`src/bmo3_pkg.sv`:
```
`default_nettype none

package bmo3_pkg;

    // Default size limits for the image.
    localparam int MAX_WIDTH_DEF  = 1024;
    localparam int MAX_HEIGHT_DEF = 1024;

    // Field widths fixed by the interface.
    localparam int CFG_W   = 11;
    localparam int INDEX_W = 2;
    localparam int PIX_W   = 8;

    // Register indexes on the configuration channel.
    localparam logic [INDEX_W-1:0] REG_IMAGE_WIDTH   = 2'd0;
    localparam logic [INDEX_W-1:0] REG_IMAGE_HEIGHT  = 2'd1;
    localparam logic [INDEX_W-1:0] REG_ELEMENT_SHAPE = 2'd2;

    // Register values after reset.
    localparam logic [CFG_W-1:0] RESET_WIDTH  = 11'd640;
    localparam logic [CFG_W-1:0] RESET_HEIGHT = 11'd480;

    // Structuring elements, bit (row * 3 + col), row 0 on top.
    localparam logic [8:0] CROSS_MASK  = 9'b010_111_010;
    localparam logic [8:0] SQUARE_MASK = 9'b111_111_111;

    // Output pixel codes.
    localparam logic [PIX_W-1:0] PIX_FG = 8'd0;
    localparam logic [PIX_W-1:0] PIX_BG = 8'd255;

    // Depth of the queue between front and back.
    localparam int QUEUE_DEPTH = 4;

    typedef enum logic {
        CMD_PIXEL = 1'b0,
        CMD_DRAIN = 1'b1
    } cmd_t;

    // One sample of the raster stream as the back end sees it.
    typedef struct packed {
        logic bg;     // background bit of the sample, outside samples are background
        logic first;  // first sample of a frame
        logic e_act;  // an eroded center exists for this sample
        logic emit;   // an opened result leaves for this sample
        logic last;   // that result is the last one of the frame
    } sample_t;

endpackage

`default_nettype wire

```
`src/bmo3_queue.sv`:
```
`default_nettype none

module bmo3_queue
    import bmo3_pkg::*;
(
    input  wire logic    aclk,
    input  wire logic    aresetn,
    input  wire logic    push,
    input  wire sample_t push_smp,
    output logic         full,
    input  wire logic    pop,
    output logic         empty,
    output sample_t      head
);

    localparam int PTR_W = $clog2(QUEUE_DEPTH);
    localparam int CNT_W = $clog2(QUEUE_DEPTH + 1);

    sample_t            entry_reg [QUEUE_DEPTH];
    logic [PTR_W-1:0]   wr_ptr_reg;
    logic [PTR_W-1:0]   rd_ptr_reg;
    logic [CNT_W-1:0]   count_reg;
    logic [CNT_W-1:0]   count_next;

    assign full  = (count_reg == CNT_W'(QUEUE_DEPTH));
    assign empty = (count_reg == '0);
    assign head  = entry_reg[rd_ptr_reg];

    // Occupancy follows pushes and pops.
    always_comb begin
        count_next = count_reg;
        if (push && !pop) begin
            count_next = count_reg + CNT_W'(1);
        end else if (pop && !push) begin
            count_next = count_reg - CNT_W'(1);
        end
    end

    // Pointers and occupancy.
    always_ff @(posedge aclk) begin
        if (!aresetn) begin
            wr_ptr_reg <= '0;
            rd_ptr_reg <= '0;
            count_reg  <= '0;
        end else begin
            if (push) begin
                wr_ptr_reg <= wr_ptr_reg + PTR_W'(1);
            end
            if (pop) begin
                rd_ptr_reg <= rd_ptr_reg + PTR_W'(1);
            end
            count_reg <= count_next;
        end
    end

    // Entry storage.
    always_ff @(posedge aclk) begin
        if (push) begin
            entry_reg[wr_ptr_reg] <= push_smp;
        end
    end

endmodule

`default_nettype wire

```
`config.mk`:
```
export PLATFORM = sky130hd
export DESIGN_NAME = bmo3_queue
export DESIGN_NICKNAME = d
export VERILOG_FILES = /design/src/bmo3_pkg.sv /design/src/bmo3_queue.sv
export SDC_FILE = /design/constraint.sdc
export NUM_CORES = 1
export LEC_CHECK = 0
export BUFFER_PORTS_ARGS = -buffer_cell sky130_fd_sc_hd__buf_2
export CAP_MARGIN = 30
export CORE_ASPECT_RATIO = 1.4
export CORE_MARGIN = 10
export CORE_UTILIZATION = 54
export CTS_CLUSTER_SIZE = 24
export DETAILED_ROUTE_END_ITERATION = 8
export PLACE_DENSITY = 0.76
export SLEW_MARGIN = 10
export SYNTH_ARGS = -nofsm -noshare
export SYNTH_HDL_FRONTEND = slang
export SYNTH_SLANG_ARGS = --single-unit
```
`constraint.sdc`:
```
create_clock -name aclk -period 1.65 [get_ports aclk]
set_input_delay 0 -clock aclk [delete_from_list [all_inputs] [get_ports aclk]]
set_output_delay 0 -clock aclk [all_outputs]
set_load 0.02 [all_outputs]
```
**Word-level counts from Yosys, hierarchy flattened**

Memory sizes are Yosys's and may differ from the RTL's. A register that Yosys moved wholly into a read port is not among the register bits.
Cells that the tools add are included.

- RAM bits: 20
- Memories: 1
- Input port bits: 9
- Bits in registers: 7
- Logic and storage cells: 21
- Output and inout bits: 7

Memory list:

| name | words | width | read ports | clocked after Yosys merged registers in | wr ports | RTL line | text |
|---|---|---|---|---|---|---|---|
| entry_reg | 4 | 5 | 1 | 1 | 1 | bmo3_queue.sv:19 | `sample_t entry_reg [QUEUE_DEPTH];` |

- $add $sub $neg: 4
- Mux-type cells: 6
- Equal/unequal tests: 1
- Reductions and logical operators: 6

Operator list:

| operator | count |
|---|---|
| 3-bit two-way mux | 2 |
| 2-bit by 1-bit adder with 2-bit output, second input constant | 2 |
| 2-bit two-way mux | 2 |
| 3-bit by 1-bit adder with 3-bit output, second input constant | 1 |
| 3-bit == test, second input constant | 1 |
| 3-bit zero test | 1 |
| 3-bit by 1-bit subtractor with 3-bit output, second input constant | 1 |
| 1-bit logical AND | 2 |
| 1-bit zero test | 2 |
| 1-bit two-way mux | 2 |
| 2-bit nonzero test | 1 |

**Depth between registers and ports, before layout**

- Word-level depth: 4
- Mapped depth: 7
- Gate-level depth less buffers: 7

**Worst setup path after synthesis**

OpenSTA, ideal clock, no wires.

- Path kind: register -> register
- Start point: register count_reg[0]
- End point: register count_reg[2]
- Period minus slack after synthesis: 1393 ps
- Path buffers: 0
- Library setup time: 70 ps
- Arrival: 1323 ps
- Required time: 1580 ps
- Cell stages (with the launch flop): 5
- Path slack: 257 ps
- Cell sequence: dfxtp_1 fa_1 xor2_1 or3_1 a21boi_1

- Longest elaborated chain between the ends: 3
- Elaborated cells on any way between the ends: 4
- Classes of those cells: add/sub (2); mux (2)

RTL lines:

| item | RTL line | text |
|---|---|---|
| start, declared | bmo3_queue.sv:22 | `logic [CNT_W-1:0] count_reg;` |
| start signal, assigned | bmo3_queue.sv:52 | `count_reg <= count_next;` |
| 3-bit by 1-bit subtractor with 3-bit output | bmo3_queue.sv:35 | `count_next = count_reg - CNT_W'(1);` |
| 3-bit two-way mux | bmo3_queue.sv:34 | `end else if (pop && !push) begin` |
| 3-bit two-way mux * | bmo3_queue.sv:32 | `if (push && !pop) begin` |

Every way passes the cells marked *; elsewhere a longest branch is shown, timed or not. The select of a mux whose other input is x is not followed.
A chain may end at the register's enable or synchronous reset.

**Final worst setup path**

Same ends and word-level chain as after synthesis.

==> impl_metrics.py <==
metrics = {
    "synthesis": {
        "ys_types": 18,
        "synth_xor_area_frac": 0.0374,
        "synth_top_family_by_area": "multiplexers",
        "ys_ff_latch": 29,
        "synth_top_area_share": 0.513,
        "syn_area_um2": 1170,
        "synth.mux.area_fraction": 0.113,
        "synth_area_per_cell_um2": 17.0,
        "synth_fa_ha_area_frac": 0.0706,
        "ys_top_cells_by_area": "edfxtp_1 (51%), dfxtp_1 (15%), mux4_2 (9.6%)",
        "yosysTopAreaCell": "edfxtp_1",
        "postSynthCellCount": 69,
        "yosys.area_share.simple": 0.0781,
        "ys.warnings.count": 0,
        "synth_nets": 84,
        "ys_seq_area_frac": 0.667,
        "synth-compound-area-share": 0.0107,
    },
    "sta": {
        "final-hold-violation-count": 0,
        "clock_skew_ns": 0.00529,
        "worst_pin_slew_ns": 0.285,
        "rsz0062_at_grt": "false",
        "min_period_over_period": 0.914,
        "relSlewSlack": 0.810,
        "finalSetupViolCount": 0,
        "fin_tns_setup_ns": 0,
        "fin_crit_ns": 1.51,
        "maxSlewViolCount": 0,
        "max_freq_mhz": 663,
    },
    "detailed_routing": {
        "initialDrtViolationCount": 8,
        "routedWlPerCell_um": 16.3,
        "vias": 638,
        "vias_per_cell": 5.41,
        "postRouteAntennaNets": 0,
        "drc": 0,
        "drt_first_pass_iters": 4,
        "wirelength_mm": 1.93,
    },
    "cells_and_area": {
        "largest_register_ffs": 20,
        "diodes": 0,
        "drive_above_1_share": 0.299,
        "area_growth_pct": 18.9,
        "mostFrequentLayoutCell": "edfxtp_1",
        "stdcell_area_um2": 1390,
        "final_cell_mix": "edfxtp_1 (20), buf_2 (15), and2_1 (9)",
        "layout.nets": 111,
        "fillers": 142,
    },
    "floorplanning": {
        "die_x_um": 59.3,
        "core_um2": 2020,
        "num_rows": 19,
        "dieArea_um2": 4450,
        "initial_utilization": 0.579,
        "die_h_um": 75.1,
        "io_pins": 16,
    },
    "global_route": {
        "grt_pass1_wl_mm": 3.20,
        "grt_pass1_vias": 714,
        "grt_use_met3": 0.0455,
        "use_met2": 0.160,
        "grt_usage": 0.100,
        "antenna_found_initial": 0,
        "grt_max_degree": 10,
        "overflow": 0,
        "met1_usage": 0.101,
        "grt-busiest-layer": "met2",
    },
    "status": {
        "status": "finished, final reports clean",
    },
    "clock_tree": {
        "clk_path_buf_depth": 2,
        "postCtsSetupBuffers": 0,
        "root_buffer": "clkbuf_4",
        "cts_inserted_buffers": 5,
        "clk_pin_slew_ns": 0.09,
        "clk_latency_ns": 0.32,
        "cts_tree": "built",
        "cts_sinks": 29,
        "htree_levels": 2,
    },
    "placement": {
        "post-dp-hpwl_mm": 1.41,
        "portBuffers": 15,
        "placed_area_um2": 1260,
        "routabilityCongestion": 0.709,
    },
    "critical_path": {
        "arrival_ns": 1.76,
        "worst-path-buf-inv": 0,
        "cp_cell_sequence": "fa_1 > xor2_1 > or3_1 > a21boi_1",
        "worstSetupPathType": "flop to flop",
        "required_ns": 1.90,
        "rrSetupSlack_ns": 0.14,
        "slowest_stage": "fa_1",
        "cp_max_fo": 4,
        "end_kind": "flop",
        "critPathMaxStageDelay_ns": 0.45,
        "cp-start-kind": "flop",
        "critical-path-top-delay-family": "adder cells",
    },
    "hold_path": {
        "hold_class": "input pin to flop",
    },
    "power_and_ir_drop": {
        "power.leakage_nw": 0.542,
        "peakVddDrop_uv": 678,
        "power-per-cell-area_nw_per_um2": 1140,
    },
    "run": {
        "maxCapViolCount": 0,
    },
}
-- repair_timing --
action / in CTS / in global routing
hold buffers: 6 / 0
endpoints found under the setup margin: 0 / 5
hold endpoints to repair: 29 / 0
resized for setup: 0 / 1
-- final cells by class --
class	instances	area, um^2	share of cell area
flip-flops and latches	29	782	0.562
multi-input cells	35	363	0.261
repair buffers	21	135	0.0971
clock buffers	7	65.1	0.0468
well taps	21	26.3	0.0189
inverters	4	15.0	0.0108
clock inverters	1	5.00	0.00360
-- cells in the mapped netlist --
master    count
edfxtp_1     20
nor3_1        1
or3_1         1
fa_1          1
nor2b_1       2
buf_6         1
mux4_2        5
o21ai_0       1
and2_1        9
a21boi_1      1
nor3b_1       1
xnor2_1       2
dfxtp_1       9
ha_1          5
inv_1         4
mux2i_1       2
xor2_1        3
nand2_1       1
-- power breakdown --
part           switching, mW  internal (mW)  total (mW)  leakage (nW)
logic                  0.121          0.116       0.237         0.242
clock network          0.240          0.247       0.486        0.0413
registers             0.0403          0.829       0.869         0.258
-- kinds of logic after synthesis --
group / Yosys count
DFF: 29
and+or+nand+nor: 15
muxes: 7
adders and majority gates: 6
xor gates and xnor gates: 5
buffers and inverters: 5
AOI/OAI and AO/OA: 2
-- stage by stage --
stage / std cells / setup WS [ns] / utilization / power [mW] / hold WS (ns)
finish: 118 / 0.142 / 0.689 / 1.59 / 0.0356
floorplan: 69 / 0.257 / - / 1.04 / 0.0989
global placement: 104 / 0.232 / 0.624 / 1.10 / 0.211
detailed placement: 104 / 0.153 / 0.624 / 1.11 / 0.221
global route: 118 / 0.0888 / 0.689 / 1.67 / 0.0159
CTS: 118 / 0.0225 / 0.688 / 1.61 / 0.0220
-- per-layer routing --
metal  vias to the layer above  wire [um]  part of all wire
li1                        305          -                 -
met1                       307        793              0.41
met5                         -          0                 0
met4                         0         58             0.030
met3                         7        118             0.061
met2                        19        957              0.50
-- tightest hold or removal path, stage by stage --
cell and delay, ns:
buf_2 0.11, xor2_1 0.07, and2_1 0.14
-- worst paths after layout --
check	cells after the start	endpoint	from
setup / recovery	4	count_reg[2]	count_reg[0]
hold / removal	3	flop	pop
setup reg to reg	4	count_reg[2]	count_reg[0]
hold reg to reg	2	count_reg[2]	count_reg[2]
(Power assumes the default switching activity.)
