[config.mk]
export PLATFORM = sky130hd
export DESIGN_NAME = bmo3_window
export DESIGN_NICKNAME = d
export VERILOG_FILES = /design/src/bmo3_pkg.sv /design/src/bmo3_window.sv
export SDC_FILE = /design/constraint.sdc
export NUM_CORES = 2
export LEC_CHECK = 0
export BUFFER_PORTS_ARGS = -buffer_cell sky130_fd_sc_hd__buf_2
export CAP_MARGIN = 40
export CORE_ASPECT_RATIO = 0.8
export CORE_MARGIN = 2
export CORE_UTILIZATION = 25
export DETAILED_ROUTE_END_ITERATION = 8
export GPL_TIMING_DRIVEN = 0
export PLACE_DENSITY = 0.49
export SLEW_MARGIN = 15
export SYNTH_ARGS = -nofsm -noshare
export SYNTH_HDL_FRONTEND = slang
export SYNTH_SLANG_ARGS = --single-unit
[constraint.sdc]
create_clock -name aclk -period 14.85 [get_ports aclk]
set_input_delay 2.97 -clock aclk [delete_from_list [all_inputs] [get_ports aclk]]
set_output_delay 2.97 -clock aclk [all_outputs]
set_load 0.01 [all_outputs]
[src/bmo3_pkg.sv]
`default_nettype none

package bmo3_pkg;

    // Default size limits for the image.
    localparam int MAX_WIDTH_DEF  = 1024;
    localparam int MAX_HEIGHT_DEF = 1024;

    // Field widths fixed by the interface.
    localparam int CFG_W   = 11;
    localparam int INDEX_W = 2;
    localparam int PIX_W   = 8;

    // Register indexes on the configuration channel.
    localparam logic [INDEX_W-1:0] REG_IMAGE_WIDTH   = 2'd0;
    localparam logic [INDEX_W-1:0] REG_IMAGE_HEIGHT  = 2'd1;
    localparam logic [INDEX_W-1:0] REG_ELEMENT_SHAPE = 2'd2;

    // Register values after reset.
    localparam logic [CFG_W-1:0] RESET_WIDTH  = 11'd640;
    localparam logic [CFG_W-1:0] RESET_HEIGHT = 11'd480;

    // Structuring elements, bit (row * 3 + col), row 0 on top.
    localparam logic [8:0] CROSS_MASK  = 9'b010_111_010;
    localparam logic [8:0] SQUARE_MASK = 9'b111_111_111;

    // Output pixel codes.
    localparam logic [PIX_W-1:0] PIX_FG = 8'd0;
    localparam logic [PIX_W-1:0] PIX_BG = 8'd255;

    // Depth of the queue between front and back.
    localparam int QUEUE_DEPTH = 4;

    typedef enum logic {
        CMD_PIXEL = 1'b0,
        CMD_DRAIN = 1'b1
    } cmd_t;

    // One sample of the raster stream as the back end sees it.
    typedef struct packed {
        logic bg;     // background bit of the sample, outside samples are background
        logic first;  // first sample of a frame
        logic e_act;  // an eroded center exists for this sample
        logic emit;   // an opened result leaves for this sample
        logic last;   // that result is the last one of the frame
    } sample_t;

endpackage

`default_nettype wire

[src/bmo3_window.sv]
`default_nettype none

module bmo3_window
    import bmo3_pkg::*;
#(
    parameter  int MAX_WIDTH  = MAX_WIDTH_DEF,
    parameter  int MAX_HEIGHT = MAX_HEIGHT_DEF,
    localparam int COL_W = $clog2(MAX_WIDTH),
    localparam int WW    = $clog2(MAX_WIDTH + 1),
    localparam int HW    = $clog2(MAX_HEIGHT + 1),
    localparam int ROW_W = $clog2(MAX_HEIGHT + 3)
)(
    input  wire logic          aclk,
    input  wire logic          aresetn,
    input  wire logic          adv,
    input  wire logic          clr,
    input  wire logic          dilate,
    input  wire logic          shape,
    input  wire logic [WW-1:0] width,
    input  wire logic [HW-1:0] height,
    input  wire logic          in_valid,
    input  wire logic          in_bit,
    input  wire sample_t       in_smp,
    output logic               out_valid,
    output logic               out_bit,
    output sample_t            out_smp
);

    // Two line delays of one row each.
    logic line_a_mem [MAX_WIDTH];
    logic line_b_mem [MAX_WIDTH];

    logic [COL_W-1:0] last_col;
    logic [COL_W-1:0] ptr_a_reg;
    logic [COL_W-1:0] ptr_b_reg;

    logic             v1_reg;
    logic             bit1_reg;
    logic             rd_a_reg;
    sample_t          smp1_reg;

    logic             v2_reg;
    logic             x0_reg;
    logic             x1_reg;
    logic             rd_b_reg;
    sample_t          smp2_reg;

    logic             v3_reg;
    sample_t          smp3_reg;
    logic [2:0]       win_top_reg;
    logic [2:0]       win_mid_reg;
    logic [2:0]       win_bot_reg;
    logic [ROW_W-1:0] row3_reg;
    logic [COL_W-1:0] col3_reg;

    logic [ROW_W-1:0] cnt_row_reg;
    logic [COL_W-1:0] cnt_col_reg;
    logic [ROW_W-1:0] cur_row;
    logic [COL_W-1:0] cur_col;
    logic             act2;

    logic             v4_reg;
    logic             bit4_reg;
    sample_t          smp4_reg;

    logic [2:0]       row_ok;
    logic [2:0]       col_ok;
    logic [2:0]       win [3];
    logic [8:0]       mask;
    logic             erode_bg;
    logic             dilate_bg;

    assign last_col = COL_W'(width - WW'(1));

    // Stage 1: first line delay, read before write at the same column.
    always_ff @(posedge aclk) begin
        if (adv && in_valid) begin
            rd_a_reg              <= line_a_mem[ptr_a_reg];
            line_a_mem[ptr_a_reg] <= in_bit;
        end
        if (adv) begin
            bit1_reg <= in_bit;
            smp1_reg <= in_smp;
        end
    end

    // Stage 2: second line delay fed by the first.
    always_ff @(posedge aclk) begin
        if (adv && v1_reg) begin
            rd_b_reg              <= line_b_mem[ptr_b_reg];
            line_b_mem[ptr_b_reg] <= rd_a_reg;
        end
        if (adv) begin
            x0_reg   <= bit1_reg;
            x1_reg   <= rd_a_reg;
            smp2_reg <= smp1_reg;
        end
    end

    // Center position of the window: restarts with each frame.
    assign act2    = dilate ? smp2_reg.emit : smp2_reg.e_act;
    assign cur_row = smp2_reg.first ? '0 : cnt_row_reg;
    assign cur_col = smp2_reg.first ? '0 : cnt_col_reg;

    // Stage 3: shift the 3x3 window and latch the center position.
    always_ff @(posedge aclk) begin
        if (adv && v2_reg) begin
            win_top_reg <= {win_top_reg[1:0], rd_b_reg};
            win_mid_reg <= {win_mid_reg[1:0], x1_reg};
            win_bot_reg <= {win_bot_reg[1:0], x0_reg};
        end
        if (adv) begin
            smp3_reg <= smp2_reg;
            row3_reg <= cur_row;
            col3_reg <= cur_col;
        end
    end

    // Neighbors that fall outside the image are treated as background.
    assign row_ok[0] = (row3_reg != '0);
    assign row_ok[1] = 1'b1;
    assign row_ok[2] = ((ROW_W + 1)'(row3_reg) + (ROW_W + 1)'(1)) < (ROW_W + 1)'(height);
    assign col_ok[0] = (col3_reg != '0);
    assign col_ok[1] = 1'b1;
    assign col_ok[2] = (col3_reg != last_col);

    assign win[0] = win_top_reg;
    assign win[1] = win_mid_reg;
    assign win[2] = win_bot_reg;
    assign mask   = shape ? SQUARE_MASK : CROSS_MASK;

    // Erosion is background if any element tap is; dilation only if all are.
    always_comb begin
        erode_bg  = 1'b0;
        dilate_bg = 1'b1;
        for (int i = 0; i < 3; i++) begin
            for (int j = 0; j < 3; j++) begin
                if (mask[i * 3 + j]) begin
                    erode_bg  = erode_bg | !(row_ok[i] && col_ok[j]) | win[i][2 - j];
                    dilate_bg = dilate_bg & (!(row_ok[i] && col_ok[j]) | win[i][2 - j]);
                end
            end
        end
    end

    // Stage 4: registered window result.
    always_ff @(posedge aclk) begin
        if (adv) begin
            bit4_reg <= dilate ? dilate_bg : erode_bg;
            smp4_reg <= smp3_reg;
        end
    end

    // Valid bits, line pointers and the position counter.
    always_ff @(posedge aclk) begin
        if (!aresetn) begin
            v1_reg      <= 1'b0;
            v2_reg      <= 1'b0;
            v3_reg      <= 1'b0;
            v4_reg      <= 1'b0;
            ptr_a_reg   <= '0;
            ptr_b_reg   <= '0;
            cnt_row_reg <= '0;
            cnt_col_reg <= '0;
        end else if (clr) begin
            ptr_a_reg   <= '0;
            ptr_b_reg   <= '0;
            cnt_row_reg <= '0;
            cnt_col_reg <= '0;
        end else if (adv) begin
            v1_reg <= in_valid;
            v2_reg <= v1_reg;
            v3_reg <= v2_reg;
            v4_reg <= v3_reg;
            if (in_valid) begin
                ptr_a_reg <= (ptr_a_reg == last_col) ? '0 : ptr_a_reg + COL_W'(1);
            end
            if (v1_reg) begin
                ptr_b_reg <= (ptr_b_reg == last_col) ? '0 : ptr_b_reg + COL_W'(1);
            end
            if (v2_reg && (smp2_reg.first || act2)) begin
                if (!act2) begin
                    cnt_row_reg <= cur_row;
                    cnt_col_reg <= cur_col;
                end else if (cur_col == last_col) begin
                    cnt_row_reg <= cur_row + ROW_W'(1);
                    cnt_col_reg <= '0;
                end else begin
                    cnt_row_reg <= cur_row;
                    cnt_col_reg <= cur_col + COL_W'(1);
                end
            end
        end
    end

    assign out_valid = v4_reg;
    assign out_bit   = bit4_reg;
    assign out_smp   = smp4_reg;

endmodule

`default_nettype wire

=== Word level (Yosys, flattened, before mapping) ===
Memories as Yosys holds them, arrays and structs flattened. A register that Yosys moved wholly into a read port is not among the register bits.
Cells that the tools add are included.

* Input bits: 35
* Memories kept: 2
* Memory bits (writable): 2048
* Logic and storage cells: 140
* Register bits after elaboration: 99

* $lt $le $gt $ge: 1
* Reduce and logical (&&, ||, !) cells: 24
* Equal/unequal tests: 4
* Bitwise gates (word level): 33
* Multiplexer cells: 33
* Add/subtract/negate cells: 6

{| class="wikitable"
|+ Memory list
! memory !! words !! width !! rd ports !! clocked after memory_dff !! wr ports !! line !! text
|-
| line_a_mem || 1024 || 1 || 1 || 1 || 1 || bmo3_window.sv:30 || <nowiki>logic line_a_mem [MAX_WIDTH];</nowiki>
|-
| line_b_mem || 1024 || 1 || 1 || 1 || 1 || bmo3_window.sv:31 || <nowiki>logic line_b_mem [MAX_WIDTH];</nowiki>
|}

{| class="wikitable"
|+ Operators with widths
! cell !! number
|-
| 10-bit 2-to-1 mux || 5
|-
| 11-bit 2-to-1 mux || 3
|-
| 10-bit by 1-bit adder with 10-bit output, second input constant || 3
|-
| 10-bit equality test || 3
|-
| 1-bit 2-to-1 mux || 24
|-
| 1-bit OR || 23
|-
| 11-bit by 1-bit adder with 12-bit output, second input constant || 1
|-
| 12-bit by 11-bit less-than comparator with 1-bit output || 1
|-
| 11-bit by 1-bit adder with 11-bit output, second input constant || 1
|-
| 11-bit nonzero test || 1
|-
| 10-bit inequality test || 1
|-
| 10-bit nonzero test || 1
|-
| 10-bit by 1-bit subtractor with 10-bit output, second input constant || 1
|-
| 9-bit 2-to-1 mux || 1
|-
| 1-bit AND || 8
|-
| 1-bit logical AND || 8
|-
| 1-bit logical NOT || 8
|-
| 2-bit AND reduction || 4
|-
| 1-bit inverter || 2
|-
| 2-bit OR reduction || 1
|-
| 1-bit logical OR || 1
|}

=== Logic depth before layout (Yosys ltp) ===
* Depth in word-level cells: 29
* Depth in mapped cells: 14

=== Worst setup path before layout ===
OpenSTA, ideal clock, no wires.

* Path kind: register -> register
* From: register rd_a_reg (read register of line_a_mem)
* To: memory line_b_mem[0] (data pin)
* Data required time: 12177 ps
* Slack: 148 ps
* Stages on the path, launching flop included: 1
* Period minus slack after synthesis: 14702 ps
* Arrival: 12029 ps
* Cells stage by stage: edfxtp_1

{| class="wikitable"
|+ RTL lines
! element !! line !! text
|-
| start, declared || bmo3_window.sv:39 || <nowiki>logic rd_a_reg;</nowiki>
|-
| end, declared || bmo3_window.sv:31 ||
|}

Straight into the memory's write port.

==> flow_metrics.py <==
metrics = {
    "synth": {
        "ys.flop_type": "edfxtp_1",
        "synthTopCellsByArea": "edfxtp_1 67%, nor2_1 8.7%, mux2i_1 6.9%, mux4_2 4.5%, clkbuf_1 1.8%",
        "synth_compound_area_frac": 0.0348,
        "synth_nets": 7096,
        "ys_seq_area_frac": 0.684,
        "synth_simple_gate_area_share": 0.121,
        "synth_top_area_frac": 0.675,
        "syn-cell-area_mm2": 0.0937,
        "synth_commonest_cells": "2171 x nor2_1, 2104 x edfxtp_1, 650 x mux2i_1",
        "avgSynthCellArea_um2": 13.3,
        "yosys.area_share.xor_xnor": 0.00864,
        "synth_top_family_by_area": "simple AND/OR/NAND/NOR gates",
        "ys_ff_latch": 2149,
        "synth.most_common_cell": "nor2_1",
        "ys_warn_count": 0,
        "synth_top_cell_by_area": "edfxtp_1",
        "ys_async_sr_fraction": 0,
        "synth_edf_count": 2104,
        "syn_inst": 7038,
        "muxShareOfSynthArea": 0.118,
        "ys_types": 73,
        "synthAdderAreaFrac": 0.00307,
    },
    "cells_and_area": {
        "syn_to_final_growth_pct": 17.8,
        "multiInputGateArea_mm2": 0.0268,
        "final_util": 0.295,
        "top_regs": "line_a_mem: 1024 flops, line_b_mem: 1024 flops",
        "drive_gt1_frac": 0.135,
        "seq_area_mm2": 0.0641,
        "nets": 7591,
        "fill_cells": 37900,
    },
    "clock_tree": {
        "post-cts-setup-buffers": 0,
        "cts_tree": "yes",
        "clockRootBuffer": "clkbuf_16",
        "clkTransAtPathRegs_ns": 0.06,
        "clock_latency_ns": 0.90,
        "clkSinkCount": 2149,
        "cts_made_buffers": 213,
        "cts_resized": 0,
        "cts_buffer_depth": 4,
        "cts_hold_buf": 0,
        "h-tree-depth": 4,
    },
    "floorplan": {
        "top_level_ports": 42,
        "start_util": 0.250,
        "num_rows": 201,
        "dieArea_mm2": 0.380,
        "fp.dieH_um": 551,
        "die-width_um": 688,
        "core_area_mm2": 0.374,
    },
    "worst_hold_path": {
        "hold_path_startpoint": "smp1_reg[3]$_DFFE_PP_",
        "hold_class": "register to register",
        "hold_end": "smp2_reg[3]$_DFFE_PP_",
        "holdPathStages": 0,
    },
    "global_routing": {
        "grt_first_pass_wirelength_mm": 512,
        "grt_max_degree": 168,
        "antenna_found_initial": 28,
        "overflow": 0,
        "grt_pass1_vias": 62100,
        "grt_use_total": 0.195,
    },
    "drt": {
        "top_layer": "met5",
        "via_per_inst": 5.16,
        "wl_per_cell_um": 30.1,
        "wl_mm": 382,
        "drt-met1-wl_mm": 157,
        "wl_met3_mm": 42.6,
        "ant_nets": 0,
        "drt_iter0_drc": 11000,
        "wl_met2_mm": 165,
        "drc": 0,
        "vias": 65500,
        "dr.pass1.iters": 6,
    },
    "critical_path": {
        "cpMostUsedCell": "buf_2",
        "r2r_end": "rd_a_reg$_DFFE_PP_",
        "critical_path.reg2reg.startpoint": "ptr_a_reg[1]$_SDFFE_PP0P_",
        "crit_chain": "buf_2 > buf_2 > buf_2 > buf_2 > buf_2 > mux2i_1 > nor2_1 > nor4_1 > a31oi_1 > nor4_1 > nand3_1",
        "crit_type": "register to register",
        "worst_r2r_path_depth": 11,
        "rrSetupSlack_ns": 8.78,
        "end_kind": "register",
        "start_kind": "register",
        "critical_path.top_delay_family": "buffers and inverters",
        "cp_max_fo": 11,
        "critPathArrivalTime_ns": 6.58,
        "slowest_stage": "buf_2",
        "max_stage_delay_ns": 0.83,
        "critPathBufInv": 5,
        "worst_ep_required_time_ns": 15.36,
        "crit_cells": 11,
    },
    "run_status": {
        "status": "finished, final reports clean",
    },
    "pwr": {
        "power_density_mw_per_mm2": 112,
        "total_leakage_power_uw": 0.0316,
        "irDropWorstVdd_uv": 99.6,
    },
    "timing": {
        "fmax_ghz": 0.165,
        "fin_ws_ns": 8.78,
        "setup_viol": 0,
        "drv_slew": 0,
        "finalCriticalPeriod_ns": 6.07,
        "finalCritPeriodShare": 0.409,
        "relSlewSlack": 0.357,
        "rsz0062_at_grt": "no",
        "finClkSkew_ns": 0.0571,
        "hold_violations": 0,
        "tightest_slew_ns": 0.965,
    },
    "placement": {
        "place.gp.congestion": 0.898,
        "portBuffers": 39,
        "dp_hpwl_mm": 262,
        "post-place-ws_ns": 8.13,
    },
    "job": {
        "drv_cap": 0,
    },
}
-- metrics by stage --
step | TNS [ns] | power [uW] | cell area (um^2) | hold slack (ns) | std cells
after floorplan | 0 | 6900 | 93700 | 0.400 | 7038
after global placement | -9157.42 | 7080 | 100000 | 0.403 | 12100
after detailed placement | 0 | 7020 | 104000 | 0.405 | 12300
after CTS | 0 | 12300 | 110000 | 0.419 | 12700
after global routing | 0 | 12600 | 110000 | 0.426 | 12700
final | 0 | 12300 | 110000 | 0.421 | 12700
-- report_power, final --
| part | switching (uW) | leakage (uW) | internal (uW) |
|---|---|---|---|
| registers | 6.12 | 0.0193 | 6650 |
| clock network | 2450 | 0.00326 | 2980 |
| logic | 170 | 0.00902 | 71.9 |
| total | 2630 | 0.0316 | 9700 |
-- cell usage in the layout (no fill, tap or decap), drive strengths merged, types with 29 or more instances in the layout --
| cell | instances |
|---|---|
| xor2 | 32 |
| mux4 | 196 |
| nand3 | 48 |
| nor2b | 48 |
| buf | 472 |
| clkinv | 91 |
| dfxtp | 45 |
| nor4 | 73 |
| nand2 | 223 |
| o22ai | 261 |
| xnor2 | 45 |
| nor3 | 30 |
| edfxtp | 2104 |
| a22oi | 36 |
| clkbuf | 728 |
| nand4 | 29 |
| and3 | 30 |
| mux2i | 650 |
| o21ai | 59 |
| nor2 | 2171 |
| a21oi | 40 |
-- kinds of logic after synthesis --
kind of cell,after synthesis
AO/OA/AOI/OAI,502
AND/OR/NAND/NOR,2752
multiplexers,857
flip-flops,2149
adder cells (fa/ha/maj),23
buffers and inverters,672
XOR/XNOR,83
-- cell type report --
cell class                 instances  share of cell area
sequential                      2149               0.581
multi-input combinational       4217               0.243
tap                             4973              0.0564
clock buffer                     272              0.0516
timing repair buffer             280              0.0327
buffer                           649              0.0257
clock inverter                   114             0.00871
inverter                          23            0.000782
antenna                            7            0.000159
-- metal layers --
layer  track usage  vias up
met3        0.0426      823
met2         0.296     4123
met4        0.0755        6
met5             0        -
li1              -    26600
met1         0.270    33900
-- how the worst max path moves through the flow --
stage / startpoint / to / slack, ns
floorplan: rd_a_reg$_DFFE_PP_ / line_b_mem[0]$_DFFE_PP_ / 0.15
global placement: rd_a_reg$_DFFE_PP_ / line_b_mem[672]$_DFFE_PP_ / -8.39
detailed placement: adv / line_a_mem[321]$_DFFE_PP_ / 8.13
CTS: ptr_a_reg[1]$_SDFFE_PP0P_ / rd_a_reg$_DFFE_PP_ / 8.96
global route: adv / cnt_row_reg[6]$_SDFFE_PP0P_ / 8.84
finish: ptr_a_reg[1]$_SDFFE_PP0P_ / rd_a_reg$_DFFE_PP_ / 8.78
No activity file was read; power rests on OpenSTA's default activity.
