**src/bmo3_pkg.sv**
```systemverilog
`default_nettype none

package bmo3_pkg;

    // Default size limits for the image.
    localparam int MAX_WIDTH_DEF  = 1024;
    localparam int MAX_HEIGHT_DEF = 1024;

    // Field widths fixed by the interface.
    localparam int CFG_W   = 11;
    localparam int INDEX_W = 2;
    localparam int PIX_W   = 8;

    // Register indexes on the configuration channel.
    localparam logic [INDEX_W-1:0] REG_IMAGE_WIDTH   = 2'd0;
    localparam logic [INDEX_W-1:0] REG_IMAGE_HEIGHT  = 2'd1;
    localparam logic [INDEX_W-1:0] REG_ELEMENT_SHAPE = 2'd2;

    // Register values after reset.
    localparam logic [CFG_W-1:0] RESET_WIDTH  = 11'd640;
    localparam logic [CFG_W-1:0] RESET_HEIGHT = 11'd480;

    // Structuring elements, bit (row * 3 + col), row 0 on top.
    localparam logic [8:0] CROSS_MASK  = 9'b010_111_010;
    localparam logic [8:0] SQUARE_MASK = 9'b111_111_111;

    // Output pixel codes.
    localparam logic [PIX_W-1:0] PIX_FG = 8'd0;
    localparam logic [PIX_W-1:0] PIX_BG = 8'd255;

    // Depth of the queue between front and back.
    localparam int QUEUE_DEPTH = 4;

    typedef enum logic {
        CMD_PIXEL = 1'b0,
        CMD_DRAIN = 1'b1
    } cmd_t;

    // One sample of the raster stream as the back end sees it.
    typedef struct packed {
        logic bg;     // background bit of the sample, outside samples are background
        logic first;  // first sample of a frame
        logic e_act;  // an eroded center exists for this sample
        logic emit;   // an opened result leaves for this sample
        logic last;   // that result is the last one of the frame
    } sample_t;

endpackage

`default_nettype wire

```
**src/bmo3_front.sv**
```systemverilog
`default_nettype none

module bmo3_front
    import bmo3_pkg::*;
#(
    parameter  int MAX_WIDTH  = MAX_WIDTH_DEF,
    parameter  int MAX_HEIGHT = MAX_HEIGHT_DEF,
    localparam int WW    = $clog2(MAX_WIDTH + 1),
    localparam int HW    = $clog2(MAX_HEIGHT + 1),
    localparam int TOT_W = $clog2(MAX_WIDTH * MAX_HEIGHT + 1),
    localparam int SEQ_W = $clog2(MAX_WIDTH * MAX_HEIGHT + 2 * MAX_WIDTH + 3)
)(
    input  wire logic               aclk,
    input  wire logic               aresetn,
    input  wire logic               s_tvalid,
    output logic                    s_tready,
    input  wire logic [PIX_W-1:0]   s_tdata,
    input  wire logic               s_tuser,
    input  wire logic               cfg_valid,
    output logic                    cfg_ready,
    input  wire logic [INDEX_W-1:0] cfg_index,
    input  wire logic [CFG_W-1:0]   cfg_data,
    input  wire logic               q_full,
    output logic                    push,
    output sample_t                 push_smp,
    output logic                    clr,
    output logic [WW-1:0]           width,
    output logic [HW-1:0]           height,
    output logic                    shape
);

    logic [CFG_W-1:0] width_reg;
    logic [CFG_W-1:0] height_reg;
    logic             shape_reg;
    logic [1:0]       pend_reg;
    logic [TOT_W-1:0] total_reg;
    logic [TOT_W-1:0] in_cnt_reg;
    logic [TOT_W-1:0] in_cnt_next;
    logic [TOT_W-1:0] out_cnt_reg;
    logic [TOT_W-1:0] out_cnt_next;
    logic [SEQ_W-1:0] seq_reg;
    logic [SEQ_W-1:0] seq_next;
    logic             fill_reg;
    logic             fill_next;

    logic [WW-1:0]    w_eff;
    logic [HW-1:0]    h_eff;
    logic [SEQ_W-1:0] lag;
    logic [SEQ_W-1:0] e_thr;
    logic             cfg_wr;
    logic             accept;
    logic             is_pixel;
    logic             pixel_ok;
    logic             drain_ok;
    logic             push_pixel;

    // Sizes outside the supported range are clamped.
    always_comb begin
        if (width_reg == '0) begin
            w_eff = WW'(1);
        end else if (32'(width_reg) > 32'(MAX_WIDTH)) begin
            w_eff = WW'(MAX_WIDTH);
        end else begin
            w_eff = WW'(width_reg);
        end
        if (height_reg == '0) begin
            h_eff = HW'(1);
        end else if (32'(height_reg) > 32'(MAX_HEIGHT)) begin
            h_eff = HW'(MAX_HEIGHT);
        end else begin
            h_eff = HW'(height_reg);
        end
    end

    assign width  = w_eff;
    assign height = h_eff;
    assign shape  = shape_reg;

    // A result trails its sample by two rows and two pixels.
    assign lag   = SEQ_W'({w_eff, 1'b0}) + SEQ_W'(2);
    assign e_thr = SEQ_W'(w_eff) + SEQ_W'(1);

    // Pixel count of a frame, registered after each size change.
    always_ff @(posedge aclk) begin
        total_reg <= TOT_W'({{HW{1'b0}}, w_eff} * {{WW{1'b0}}, h_eff});
    end

    // Configuration writes are taken at once; unknown indexes change nothing.
    assign cfg_ready = 1'b1;
    always_comb begin
        case (cfg_index)
            REG_IMAGE_WIDTH:   cfg_wr = cfg_valid;
            REG_IMAGE_HEIGHT:  cfg_wr = cfg_valid;
            REG_ELEMENT_SHAPE: cfg_wr = cfg_valid;
            default:           cfg_wr = 1'b0;
        endcase
    end
    assign clr = cfg_wr;

    // Classification of the incoming transaction.
    assign s_tready   = !q_full && !fill_reg && (pend_reg == '0);
    assign accept     = s_tvalid && s_tready;
    assign is_pixel   = (cmd_t'(s_tuser) == CMD_PIXEL);
    assign pixel_ok   = (in_cnt_reg < total_reg);
    assign drain_ok   = !pixel_ok && (out_cnt_reg < total_reg);
    assign push_pixel = accept && is_pixel && pixel_ok;

    // A drain that comes before the stream has reached the result lag
    // is followed by background samples until the result is due.
    always_comb begin
        push = (fill_reg && !q_full) || push_pixel || (accept && !is_pixel && drain_ok);

        push_smp.bg    = push_pixel ? (s_tdata != '0) : 1'b1;
        push_smp.first = (seq_reg == '0);
        push_smp.e_act = (seq_reg >= e_thr);
        push_smp.emit  = (seq_reg >= lag);
        push_smp.last  = push_smp.emit && (out_cnt_reg == total_reg - TOT_W'(1));

        seq_next     = seq_reg;
        in_cnt_next  = in_cnt_reg;
        out_cnt_next = out_cnt_reg;
        fill_next    = fill_reg;
        if (push) begin
            seq_next = seq_reg + SEQ_W'(1);
            if (push_pixel) begin
                in_cnt_next = in_cnt_reg + TOT_W'(1);
            end else begin
                fill_next = !push_smp.emit;
            end
            if (push_smp.emit) begin
                out_cnt_next = out_cnt_reg + TOT_W'(1);
            end
            if (push_smp.last) begin
                seq_next     = '0;
                in_cnt_next  = '0;
                out_cnt_next = '0;
            end
        end
    end

    // Registers and frame counters.
    always_ff @(posedge aclk) begin
        if (!aresetn) begin
            width_reg   <= RESET_WIDTH;
            height_reg  <= RESET_HEIGHT;
            shape_reg   <= 1'b0;
            pend_reg    <= 2'b11;
            seq_reg     <= '0;
            in_cnt_reg  <= '0;
            out_cnt_reg <= '0;
            fill_reg    <= 1'b0;
        end else if (cfg_wr) begin
            case (cfg_index)
                REG_IMAGE_WIDTH:   width_reg  <= cfg_data;
                REG_IMAGE_HEIGHT:  height_reg <= cfg_data;
                REG_ELEMENT_SHAPE: shape_reg  <= cfg_data[0];
                default:           shape_reg  <= shape_reg;
            endcase
            // Hold off input until the frame size has settled.
            pend_reg    <= 2'b11;
            seq_reg     <= '0;
            in_cnt_reg  <= '0;
            out_cnt_reg <= '0;
            fill_reg    <= 1'b0;
        end else begin
            pend_reg    <= {pend_reg[0], 1'b0};
            seq_reg     <= seq_next;
            in_cnt_reg  <= in_cnt_next;
            out_cnt_reg <= out_cnt_next;
            fill_reg    <= fill_next;
        end
    end

endmodule

`default_nettype wire

```
**config.mk**
```make
export PLATFORM = sky130hd
export DESIGN_NAME = bmo3_front
export DESIGN_NICKNAME = d
export VERILOG_FILES = /design/src/bmo3_pkg.sv /design/src/bmo3_front.sv
export SDC_FILE = /design/constraint.sdc
export NUM_CORES = 1
export LEC_CHECK = 0
export ABC_AREA = 0
export BUFFER_PORTS_ARGS = -buffer_cell sky130_fd_sc_hd__buf_2
export CAP_MARGIN = 20
export CORE_ASPECT_RATIO = 0.8
export CORE_MARGIN = 8
export CORE_UTILIZATION = 55
export CTS_CLUSTER_SIZE = 20
export DETAILED_ROUTE_END_ITERATION = 10
export PLACE_DENSITY = 0.76
export SETUP_SLACK_MARGIN = 0.2
export SLEW_MARGIN = 30
export SYNTH_ARGS = -nofsm -noshare
export SYNTH_HDL_FRONTEND = slang
export SYNTH_SLANG_ARGS = --single-unit
export TNS_END_PERCENT = 1
```
**constraint.sdc**
```tcl
create_clock -name aclk -period 7.85 [get_ports aclk]
set_input_delay 0.3925 -clock aclk [delete_from_list [all_inputs] [get_ports aclk]]
set_output_delay 0.3925 -clock aclk [all_outputs]
set_load 0.02 [all_outputs]
```
Word level (Yosys, flattened, before mapping)
Index checks and enable logic that the tools add are counted.
{"block": "op_classes", "addsub": 6, "n_mul": 1, "magnitude_cmp": 6, "n_eq_ne": 3, "n_mux": 12, "bitwise_logic": 3, "reduce_logical": 32}
{"op": "two-way mux 21 bit", "n": 5}
{"op": "adder 21 x 1 -> 21 bit (second input constant)", "n": 3}
{"op": "two-way mux 11 bit", "n": 4}
{"op": "< comparator 21 bit", "n": 2}
{"op": "greater-than comparator 11 bit (second input constant)", "n": 2}
{"op": "zero test 11 bit", "n": 2}
{"op": "== test 21 bit", "n": 1}
{"op": ">= comparator 21 x 12 -> 1 bit", "n": 1}
{"op": ">= comparator 21 x 13 -> 1 bit", "n": 1}
{"op": "zero test 21 bit", "n": 1}
{"op": "multiplier 11 x 11 -> 21 bit", "n": 1}
{"op": "subtractor 21 x 1 -> 21 bit (second input constant)", "n": 1}
{"op": "adder 12 x 2 -> 13 bit (second input constant)", "n": 1}
{"op": "adder 11 x 1 -> 12 bit (second input constant)", "n": 1}
{"op": "AND reduction 2 bit", "n": 6}
{"op": "logical AND 1 bit", "n": 10}
{"op": "nonzero test 8 bit", "n": 1}
{"op": "zero test 1 bit", "n": 4}
{"op": "zero test 2 bit", "n": 2}
{"op": "nonzero test 2 bit", "n": 2}
{"op": "two-way mux 1 bit", "n": 3}
{"op": "inverter 1 bit", "n": 3}
{"op": "OR reduction 3 bit", "n": 1}
{"op": "== test 2 x 1 -> 1 bit (second input constant)", "n": 1}
{"op": "other kinds (3)", "n": 4}
{"block": "totals", "regBits": 110, "in_bits": 27, "output_inout_bits": 32, "word_cells": 73}

Longest topological paths before layout
{"block": "logic_depth", "depth_word": 9, "ltp_mapped": 26, "mapped_depth_nobuf": 24}

Worst setup path after synthesis
Ideal clock, no wire load.
{"block": "synth_path", "kind": "reg2reg", "from": "register width_reg[10]", "to": "register total_reg[20]", "setup_time_ps": 72, "arrival_time_ps": 5876, "t_required_ps": 7778, "slack_ps": 1901, "stages_incl_launch_ff": 24, "n_path_buf": 2, "synth_period_minus_slack_ps": 5949, "path_cell_list": "dfxtp_1 > clkbuf_1 > inv_1 > clkbuf_1 > nand2_1 > clkinv_1 > nand2_1 > fa_1 > fa_1 > inv_1 > ha_1 > fa_1 > inv_1 > fa_1 > inv_1 > ha_1 > or2_2 > o311ai_0 > a31oi_1 > a21o_1 > a41o_1 > a21o_1 > a21oi_1 > xnor2_1"}
{"block": "synth_between", "elab_chain_len": 4, "elab_cells_between_ends": 5, "classes_between": "mul (1); order compare (1); mux (2); reduce/logical (1)"}
{"item": "start: declaration", "line_no": "bmo3_front.sv:32", "source": "logic [CFG_W-1:0] width_reg;"}
{"item": "start signal: assignment", "line_no": "bmo3_front.sv:154", "source": "REG_IMAGE_WIDTH: width_reg <= cfg_data;"}
{"item": "greater-than comparator 11 bit", "line_no": "bmo3_front.sv:61", "source": "end else if (32'(width_reg) > 32'(MAX_WIDTH)) begin"}
{"item": "two-way mux 11 bit", "line_no": "bmo3_front.sv:61"}
{"item": "two-way mux 11 bit *", "line_no": "bmo3_front.sv:59", "source": "if (width_reg == '0) begin"}
{"item": "net width[6]", "line_no": "bmo3_front.sv:27", "source": "output logic [WW-1:0] width,"}
{"item": "multiplier 11 x 11 -> 21 bit *", "line_no": "bmo3_front.sv:85", "source": "total_reg <= TOT_W'({{HW{1'b0}}, w_eff} * {{WW{1'b0}}, h_eff});"}
{"item": "end signal: assignment", "line_no": "bmo3_front.sv:85"}
{"item": "end: declaration", "line_no": "bmo3_front.sv:36", "source": "logic [TOT_W-1:0] total_reg;"}
The timed path passes the listed nets; every way through them passes the cells marked *.
A chain may end at the register's enable or synchronous reset.

Worst setup path in the final report
{"block": "layout_path", "from": "register width_reg[10]", "to": "register total_reg[20]"}
{"block": "layout_between", "elab_chain_len": 4, "elab_cells_between_ends": 5, "classes_between": "mul (1); order compare (1); mux (2); reduce/logical (1)"}
{"item": "greater-than comparator 11 bit", "line_no": "bmo3_front.sv:61"}
{"item": "two-way mux 11 bit", "line_no": "bmo3_front.sv:61"}
{"item": "two-way mux 11 bit *", "line_no": "bmo3_front.sv:59"}
{"item": "multiplier 11 x 11 -> 21 bit *", "line_no": "bmo3_front.sv:85"}
Mark *: on every way between the ends. The rest lies on a longest branch, timed or not.

==> results by group <==
Place
  – GP Congestion: 0.947
  – Port bufs: 57
  – DP HPWL: 20700 um

CTS
  – CTS Root Cell: clkbuf_16
  – Clk pin slew, worst setup/hold paths: 70 ps
  – Hold Buf Count CTS: 0
  – Number of setup buffers added after CTS: 0
  – Max clock buf depth: 2
  – H-tree levels: 3
  – CTS tree: built
  – Clock sinks: 110
  – Later-pin clock latency in the skew report: 360 ps
  – Post-CTS sizing: 0
  – CTS Buf Count: 9

Drt
  – Via count: 8976
  – Drt via density: 5.64
  – WL/cell: 16.3 um
  – Drt initial violations: 728
  – Drt pass-1 iters: 5
  – DRT Wirelength: 26000 um
  – Final ANT Viol Nets: 0
  – Post-route DRC: 0

Yosys
  – Syn. warnings: 0
  – Seq cells post-synth: 110
  – Post-synth ARST share: 0
  – Post-synth EDFFs: 0
  – Ys flop type: dfxtp_1
  – Cell count after synthesis: 1297
  – Avg Cell Area, Syn: 8.20 um2
  – Synth Cell Area: 10600 um2
  – Unique masters post-synth: 66
  – Sequential share of the synthesized area: 0.207

Final layout
  – Area growth syn-to-layout: 7.37%
  – FF+latch area: 2200 um2
  – Ant. Diodes: 0
  – Area of the multi-input gates: 7690 um2
  – Most common cell after layout, fill and taps aside: nor2_1
  – Layout cells sized above 1: 0.0727
  – # fillers: 1748
  – Commonest non-fill, non-tap cells in the layout: nor2_1, nand2_1, inv_1
  – Final #Nets: 1563

Floorplanning
  – Die ar.: 24100 um2
  – Die Ht: 140 um
  – Die Wd: 171 um
  – Core box area: 19000 um2
  – Initial Util: 0.561
  – Io pins: 59
  – Rows: 45

Global route
  – First-pass GRT wire length: 43900 um
  – Residual overflow from global routing: 0
  – Total global-route track usage: 0.226
  – Initial antenna violation count: 0
  – Largest net degree at the start of global routing: 40
  – Vias in the first global route: 8850

Timing
  – Tightest Pin Transition: 881 ps
  – Final Hold Viols: 0
  – Pins Over Slew Limit: 0
  – RSZ-0062 raised after global routing: false
  – Final Skew: 9.39 ps
  – Slew HR: 0.412
  – WHS: 260 ps
  – Final Setup Violations: 0
  – Final cycle utilization of the critical path: 0.875
  – Minimum clock period: 6870 ps
  – Fmax: 146 MHz
  – Final TNS setup: 0 ps

Power
  – Clock power share: 0.307
  – PwrDens: 146 nW/um2
  – Comb power frac: 0.315
  – Net Sw Frac: 0.350
  – Static Leak: 5.17 nW
  – VDD IR max: 0.123 mV
  – Power Internal: 1.08 mW
  – Seq pwr share: 0.378
  – Psw: 0.584 mW

Status
  – Status: completed

Setup path
  – Worst path arrival time: 7160 ps
  – Crit Path Category: register to register
  – Crit. End Element: register
  – Worst Path Max Fanout: 15
  – CP Launch Type: register
  – WP data required: 8140 ps

Flow run
  – Max-Cap Viols: 0

Worst hold path
  – HP Class: primary input to register
## path summary, 6_finish.rpt
kind	start	endpoint	slack, ps	cells after the start
worst max-delay path	width_reg[10]	total_reg[20]	980	21
worst min-delay path	cfg_data[6]	height_reg[6]	260	3
worst max register to register	width_reg[10]	total_reg[20]	980	21
worst min register to register	pend_reg[0]	pend_reg[1]	440	1
## stage by stage
stage | power [mW] | util | worst slack, ps | area [um2] | cells
4_1_cts | 1.67 | 0.602 | 1170 | 11400 | 1592
3_3_place_gp | 1.15 | 0.584 | 1220 | 11100 | 1576
2_1_floorplan | 1.02 | - | 1900 | 10600 | 1299
6_report | 1.67 | 0.602 | 981 | 11400 | 1592
5_1_grt | 1.77 | 0.602 | 687 | 11400 | 1592
3_5_place_dp | 1.16 | 0.585 | 1210 | 11100 | 1576
## final cells by class
type | count | share of cell area
multi-input cells | 994 | 0.673
flip-flops and latches | 110 | 0.193
inverters | 155 | 0.0510
well taps | 258 | 0.0283
repair buffers | 59 | 0.0263
clock buffers | 10 | 0.0201
clock inverters | 6 | 0.00822
## cell families after synthesis
logic type	Yosys count	share of synthesized area
buffers and inverters	195	0.0718
AO/OA/AOI/OAI	147	0.0936
multiplexers	3	0.00282
XOR/XNOR	106	0.0873
AND/OR/NAND/NOR	528	0.238
adder cells (fa/ha/maj)	207	0.299
other	1	0.000353
flip-flops	110	0.207
## cell usage after synthesis, drive strengths merged (2+ instances only)
master    n  area share
xnor2    83       0.068
o31ai     5      0.0035
nor4b     5      0.0069
and2     13      0.0076
clkbuf   32       0.011
nor3     31       0.015
nand4    15      0.0088
nor2    168       0.059
o22a      2      0.0016
ha      128        0.15
a22oi     2      0.0014
nand3    38       0.018
or2       9      0.0053
and3     19       0.011
o21ai    21      0.0099
nor4     22       0.014
buf       8      0.0058
a31oi    11      0.0065
a221o     3      0.0028
mux2i     3      0.0028
or3       3      0.0018
dfxtp   110        0.21
xor2     23       0.019
a41oi     2      0.0016
o211ai    6      0.0042
nor3b     9      0.0068
nor2b    14      0.0082
a2111o    2      0.0021
a21o     13      0.0092
and4      7      0.0058
a41o      3      0.0028
a31o      2      0.0016
nand3b    2      0.0014
nand2b   10      0.0059
nand2   150       0.053
or4       9      0.0064
a211oi    2      0.0014
fa       79        0.15
clkinv    8      0.0028
a21boi   18       0.013
inv     147       0.052
a21oi    43       0.021
## power groups by stage
stage | sequential, mW | clock [mW] | combinational (mW)
floorplan | 0.629 | 0 | 0.396
global placement | 0.641 | 0 | 0.508
detailed placement | 0.643 | 0 | 0.516
CTS | 0.629 | 0.521 | 0.524
global route | 0.634 | 0.539 | 0.597
finish | 0.630 | 0.512 | 0.525
## metal layers
| layer | vias up | GRT usage | share of wire |
|---|---|---|---|
| li1 | 4367 | - | - |
| met1 | 4295 | 0.310 | 0.47 |
| met2 | 278 | 0.350 | 0.44 |
| met3 | 36 | 0.0494 | 0.075 |
| met4 | 0 | 0.0635 | 0.018 |
| met5 | - | 0 | 0 |
## worst max-delay path, cell delays in order (launching register included)
cell      delay [ps]
dfxtp_1          580
inv_1            350
nand2_1          440
clkinv_1         420
nand2_1          190
fa_1             450
fa_1             530
inv_1             50
ha_1             310
fa_1             540
inv_1             50
fa_1             520
inv_1             40
ha_1             210
or2_2            320
o311ai_0         550
a31oi_1          270
a21o_1           250
a41o_1           260
a21o_1           180
a21oi_1          160
xnor2_1          130
Note: power is estimated with default switching activity, not from simulation.
